$ cat config.mk
export PLATFORM = sky130hd
export DESIGN_NAME = aesb_key_store
export DESIGN_NICKNAME = d
export VERILOG_FILES = /design/src/hdl/aesb_pkg.sv /design/src/hdl/aesb_key_store.sv
export SDC_FILE = /design/constraint.sdc
export NUM_CORES = 1
export LEC_CHECK = 0
export ABC_CLOCK_PERIOD_IN_PS = 9500
export BUFFER_PORTS_ARGS = -buffer_cell sky130_fd_sc_hd__buf_2
export CORE_UTILIZATION = 40
export CTS_BUF_LIST = sky130_fd_sc_hd__clkbuf_8 sky130_fd_sc_hd__clkbuf_16
export DETAILED_ROUTE_END_ITERATION = 7
export PLACE_DENSITY = 0.65
export SYNTH_ARGS = -nofsm -noshare
export SYNTH_HDL_FRONTEND = slang
export SYNTH_SLANG_ARGS = --single-unit
$ cat constraint.sdc
create_clock -name clk -period 9.5 [get_ports clk]
set_input_delay 0.95 -clock clk [delete_from_list [all_inputs] [get_ports clk]]
set_output_delay 0.95 -clock clk [all_outputs]
set_load 0.05 [all_outputs]
$ cat src/hdl/aesb_pkg.sv
// shared constants, types and byte functions for the aes-192 block cipher
package aesb_pkg;

    localparam int NUM_ROUNDS = 12;
    localparam int KEY_COUNT  = NUM_ROUNDS + 1;
    localparam int KEY_AW     = $clog2(KEY_COUNT);

    localparam logic [KEY_AW-1:0] LAST_ROUND = KEY_AW'(NUM_ROUNDS);

    localparam logic MODE_LOAD = 1'b0;
    localparam logic MODE_ENC  = 1'b1;
    localparam logic HALF_HI   = 1'b0;
    localparam logic HALF_LO   = 1'b1;

    typedef logic [127:0] block_t;

    // which steps the shared round unit applies in a given cycle
    typedef struct packed {
        logic sub_en;
        logic mix_en;
    } round_ctrl_t;

    localparam logic [7:0] SBOX [256] = '{
        8'h63,8'h7c,8'h77,8'h7b,8'hf2,8'h6b,8'h6f,8'hc5,
        8'h30,8'h01,8'h67,8'h2b,8'hfe,8'hd7,8'hab,8'h76,
        8'hca,8'h82,8'hc9,8'h7d,8'hfa,8'h59,8'h47,8'hf0,
        8'had,8'hd4,8'ha2,8'haf,8'h9c,8'ha4,8'h72,8'hc0,
        8'hb7,8'hfd,8'h93,8'h26,8'h36,8'h3f,8'hf7,8'hcc,
        8'h34,8'ha5,8'he5,8'hf1,8'h71,8'hd8,8'h31,8'h15,
        8'h04,8'hc7,8'h23,8'hc3,8'h18,8'h96,8'h05,8'h9a,
        8'h07,8'h12,8'h80,8'he2,8'heb,8'h27,8'hb2,8'h75,
        8'h09,8'h83,8'h2c,8'h1a,8'h1b,8'h6e,8'h5a,8'ha0,
        8'h52,8'h3b,8'hd6,8'hb3,8'h29,8'he3,8'h2f,8'h84,
        8'h53,8'hd1,8'h00,8'hed,8'h20,8'hfc,8'hb1,8'h5b,
        8'h6a,8'hcb,8'hbe,8'h39,8'h4a,8'h4c,8'h58,8'hcf,
        8'hd0,8'hef,8'haa,8'hfb,8'h43,8'h4d,8'h33,8'h85,
        8'h45,8'hf9,8'h02,8'h7f,8'h50,8'h3c,8'h9f,8'ha8,
        8'h51,8'ha3,8'h40,8'h8f,8'h92,8'h9d,8'h38,8'hf5,
        8'hbc,8'hb6,8'hda,8'h21,8'h10,8'hff,8'hf3,8'hd2,
        8'hcd,8'h0c,8'h13,8'hec,8'h5f,8'h97,8'h44,8'h17,
        8'hc4,8'ha7,8'h7e,8'h3d,8'h64,8'h5d,8'h19,8'h73,
        8'h60,8'h81,8'h4f,8'hdc,8'h22,8'h2a,8'h90,8'h88,
        8'h46,8'hee,8'hb8,8'h14,8'hde,8'h5e,8'h0b,8'hdb,
        8'he0,8'h32,8'h3a,8'h0a,8'h49,8'h06,8'h24,8'h5c,
        8'hc2,8'hd3,8'hac,8'h62,8'h91,8'h95,8'he4,8'h79,
        8'he7,8'hc8,8'h37,8'h6d,8'h8d,8'hd5,8'h4e,8'ha9,
        8'h6c,8'h56,8'hf4,8'hea,8'h65,8'h7a,8'hae,8'h08,
        8'hba,8'h78,8'h25,8'h2e,8'h1c,8'ha6,8'hb4,8'hc6,
        8'he8,8'hdd,8'h74,8'h1f,8'h4b,8'hbd,8'h8b,8'h8a,
        8'h70,8'h3e,8'hb5,8'h66,8'h48,8'h03,8'hf6,8'h0e,
        8'h61,8'h35,8'h57,8'hb9,8'h86,8'hc1,8'h1d,8'h9e,
        8'he1,8'hf8,8'h98,8'h11,8'h69,8'hd9,8'h8e,8'h94,
        8'h9b,8'h1e,8'h87,8'he9,8'hce,8'h55,8'h28,8'hdf,
        8'h8c,8'ha1,8'h89,8'h0d,8'hbf,8'he6,8'h42,8'h68,
        8'h41,8'h99,8'h2d,8'h0f,8'hb0,8'h54,8'hbb,8'h16
    };

    function automatic logic [7:0] xtime(input logic [7:0] v);
        return {v[6:0], 1'b0} ^ (v[7] ? 8'h1b : 8'h00);
    endfunction

endpackage

$ cat src/hdl/aesb_key_store.sv
// round key memory: two 64-bit halves per key, registered read
module aesb_key_store (
    input  logic                       clk,
    input  logic                       wr_en,
    input  logic [aesb_pkg::KEY_AW-1:0] wr_idx,
    input  logic                       wr_half,
    input  logic [63:0]                wr_data,
    input  logic [aesb_pkg::KEY_AW-1:0] rd_idx,
    output aesb_pkg::block_t           rd_key
);

    logic [63:0] hi_mem [aesb_pkg::KEY_COUNT];
    logic [63:0] lo_mem [aesb_pkg::KEY_COUNT];
    logic [63:0] rd_hi_reg;
    logic [63:0] rd_lo_reg;

    always_ff @(posedge clk)
    begin
        if (wr_en && wr_half == aesb_pkg::HALF_HI)
        begin
            hi_mem[wr_idx] <= wr_data;
        end
        if (wr_en && wr_half == aesb_pkg::HALF_LO)
        begin
            lo_mem[wr_idx] <= wr_data;
        end
    end

    always_ff @(posedge clk)
    begin
        rd_hi_reg <= hi_mem[rd_idx];
        rd_lo_reg <= lo_mem[rd_idx];
    end

    assign rd_key = {rd_hi_reg, rd_lo_reg};

endmodule

## After elaboration in Yosys (flattened, before gate mapping)

Memory sizes are Yosys's and may differ from the RTL's. A register that Yosys moved wholly into a read port is not among the register bits.
Index checks and enable logic that the tools add are counted.

| word-level totals | value |
|---|---|
| bits in registers | 0 |
| memory bits (writable) | 1664 |
| output and inout port bits | 128 |
| logic and storage cells | 9 |
| memories kept | 2 |

| operators by class | value |
|---|---|
| multiplexer cells | 4 |
| bitwise operators | 1 |
| reductions and logical operators | 2 |

Memory list:

| name | words | bits a word | rd ports | clocked after memory_dff | write ports | line | RTL |
|---|---|---|---|---|---|---|---|
| hi_mem | 13 | 64 | 1 | 1 | 1 | aesb_key_store.sv:12 | `logic [63:0] hi_mem [aesb_pkg::KEY_COUNT];` |
| lo_mem | 13 | 64 | 1 | 1 | 1 | aesb_key_store.sv:13 | `logic [63:0] lo_mem [aesb_pkg::KEY_COUNT];` |

Operators with widths:

| cell | count |
|---|---|
| 1-bit two-way mux | 4 |
| 1-bit logical AND | 2 |
| 1-bit inverter | 1 |

## Longest topological paths before layout

| logic depth | value |
|---|---|
| word-level depth | 4 |
| mapped depth | 7 |
| mapped depth without buffers | 3 |

## Least setup slack after synthesis

Ideal clock, no wire load.

| path | value |
|---|---|
| kind | in2reg |
| from | in wr_idx[1] (netlist name) |
| to | mem hi_mem[12][0] (enable) |
| setup time | 0.579 ns |
| arrival time | 5.818 ns |
| data required time | 8.921 ns |
| setup slack | 3.103 ns |
| cell stages on the path | 3 |
| path buffers | 0 |
| path through | nor2_1 -> nand3_1 -> nor3b_1 |

RTL lines:

| item | line | RTL |
|---|---|---|
| start: declaration | aesb_key_store.sv:5 | `input logic [aesb_pkg::KEY_AW-1:0] wr_idx,` |
| end: declaration | aesb_key_store.sv:12 |  |

No word-level cell before the write port.

==> summary.md <==
| Metric | Value |
|---|---|
| Leakage | 0.02370 uW |
| Compound-Gate Fraction of Synth Area | 2.215% |
| Pwr per Cell Area | 220.6 nW/um^2 |
| Worst slew pin tran | 1133 ps |
| Count leader, synth | edfxtp_1 |
| Syn. warnings | 0 |
| Root buffer cell | clkbuf_16 |
| Share of cells above drive strength 1 | 28.95% |
| Mux contribution to synthesized area | 15.26% |
| Post-Synth Simple-Gate Area | 0.3231% |
| Synthesized net count | 2,827 |
| Yosys top cell area share | 76.80% |
| Highest clock rate | 0.3078 GHz |
| Multi-input gate area | 11,790 um^2 |
| RSZ-0062 raised after global routing | no |
| Total core area | 160,900 um^2 |
| Crit path time final | 3249 ps |
| Largest net degree at the start of global routing | 129 |
| Crit path max-delay family | buffers and inverters |
| FF+latch area | 52,530 um^2 |
| Top-Level Pins | 203 |
| Largest regs | hi_mem: 832 flops, lo_mem: 832 flops |
| Post-Synthesis Cells | 2,752 |
| Design Power | 16,350 uW |
| Total number of vias | 29.72k |
| Number of global-route vias before repair | 30.34k |
| Longest Clk Path Bufs | 3 |
| Synthesized area per cell | 23.64 um^2 |
| Fin Clk Skew | 22.45 ps |
| Total track usage | 18.79% |
| Final period util | 34.20% |
| Status | finished clean |
| Row Count | 147 |
| Buf/Inv on CP | 3 |
| Critical path type | input pin to flop |
| Routed Antenna Nets | 0 |
| # DRC | 0 |
| Post-synthesis cell type count | 19 |
| Maximum capacitance violations | 0 |
| Wirelength, routed | 153,400 um |
| Initial antenna violation count | 32 |
| CP most frequent cell | buf_4 |
| Hold Crit Class | flop to flop |
| DR WL/cell | 28.68 um |
| EDFF count, synth | 1,664 |
| FF+latch count, synth | 1,792 |
| Buffers on Ports | 202 |
| Async SR Flop Fraction | 0% |
| Top post-synthesis cells by area | edfxtp_1 (77%), mux4_2 (13%), dfxtp_1 (3.9%) |
| # fillers | 13.12k |
| Crit-path max FO | 58 |
| Area of the die | 164,300 um^2 |
| Slew Limit Headroom | 24.48% |
| Initial Util | 40.43% |
| Worst VDD drop | 0.1354 mV |
| Critical Path Source Type | input pin |
| CTS tree | built |
| CP max stage delay | 770 ps |
| Worst Path Required | 10,130 ps |
| Slew Limit Fails | 0 |
| Main combinational cell family by area after synthesis | multiplexers |
| Critical path arrival | 3880 ps |
| Htree depth | 4 |
| Cts hold-fix bufs | 0 |
| CP Cell Sequence | buf_8 -> buf_4 -> buf_4 -> mux4_2 -> mux2i_1 -> a21oi_1 |
| Clock Sinks | 1,792 |
| Worst setup EP type | flop |
| First-pass GRT wire length | 218,900 um |
| Die X | 405.3 um |
| Die H | 405.3 um |
| Crit-path slowest cell | buf_4 |
| Yosys top cell by area | edfxtp_1 |
| Register area share after synthesis | 80.74% |
| Setup TNS | 0 ps |
| Final hold violations | 0 |
| Worst skew pair latency | 800 ps |
| Gr ovfl total | 0 |
| Commonest cells post-synth | edfxtp_1 (1,664), mux4_2 (384) |
| Setup violators final | 0 |
| Detailed placer's ending HPWL | 76,450 um |
| Num CTS Buffers | 172 |
| Area grow syn2layout | 13.91% |
| XOR/XNOR Fraction of Synth Area | 0% |
| Post-Synth Adder-Cell Area | 0% |
| DR vias/cell | 5.556 |
| Clock Pin Slew Worst Setup and Hold Paths | 60 ps |
| Final net count | 3,116 |
| CTS resizes | 0 |
| Placer Congestion | 0.7216 |
| Ys flop type | edfxtp_1 |
| First DRT Iteration DRCs | 3,063 |
| Synthesized area | 65,060 um^2 |
| TritonRoute pass-1 iters | 7 |
| Setup Fix Bufs, Post-CTS | 0 |
## worst register-to-register path, cell delays in order (launching register included)
cell and delay [ps]:
edfxtp_1 370, mux4_2 470, o22ai_1 200, a21oi_1 160
## per-stage QoR
| step | worst slack (ps) | instances | utilization [%] | hold WS, ps | cell area (um^2) |
|---|---|---|---|---|---|
| floorplan | 3103 | 2752 | - | 509.5 | 65060 |
| global placement | 5331 | 5027 | 42.61 | 522.8 | 68570 |
| detailed placement | 5284 | 5027 | 42.61 | 529.8 | 68570 |
| CTS | 6142 | 5345 | 46.04 | 534.4 | 74100 |
| global route | 5920 | 5349 | 46.05 | 568.6 | 74110 |
| finish | 6251 | 5350 | 46.05 | 547.6 | 74110 |
## cell type report
cell class                 instances  share of cell area [%]
antenna                            5                 0.01688
clock buffer                     194                   6.353
clock inverter                   124                   1.106
multi-input combinational        815                   15.91
sequential                      1792                   70.88
tap                             2160                   3.647
timing repair buffer             260                   2.085
## path summary, 6_finish.rpt
check                                     from       endpoint  slack [ps]  cells past startpoint
worst max-delay path                 rd_idx[0]  rd_lo_reg[60]        6250                      6
worst min-delay path            lo_mem[12][45]  rd_lo_reg[45]         550                      2
worst max register to register   hi_mem[1][51]  rd_hi_reg[51]        8060                      3
worst min register to register  lo_mem[12][45]  rd_lo_reg[45]         550                      2
## cell usage in the layout, fill, tap and decap left out, types with 9 or more instances in the layout
master | synthesis | final
edfxtp_1 | 1664 | 1664
nor2_4 | 0 | 25
dfxtp_1 | 128 | 128
buf_4 | 36 | 53
o22ai_1 | 128 | 128
inv_1 | 0 | 42
clkinv_1 | 0 | 29
bufinv_16 | 0 | 9
clkbuf_8 | 0 | 13
a21oi_1 | 128 | 128
mux2i_1 | 128 | 128
buf_2 | 29 | 198
clkinv_2 | 0 | 31
clkbuf_16 | 0 | 181
mux4_2 | 384 | 384
## routing by layer
layer | vias up | global-route usage (%) | wire length, um
met4 | 36 | 4.399 | 2768
met3 | 236 | 4.793 | 12160
met1 | 16120 | 25.61 | 63280
met2 | 1066 | 30.34 | 74990
li1 | 12270 | - | -
met5 | - | 0 | 235
## report_power, final
part	switching (uW)	internal, uW
registers	64.1	8760
logic	605	277
clock network	2860	3780
total	3530	12800
## cells by family (layout without fill, tap and decap cells)
group / count (synthesis) / after routing
buffers and inverters: 145 / 578
AND/OR/NAND/NOR: 47 / 47
AO/OA/AOI/OAI: 256 / 256
multiplexers: 512 / 512
other: 0 / 5
flip-flops: 1792 / 1792
(Power assumes the default switching activity.)
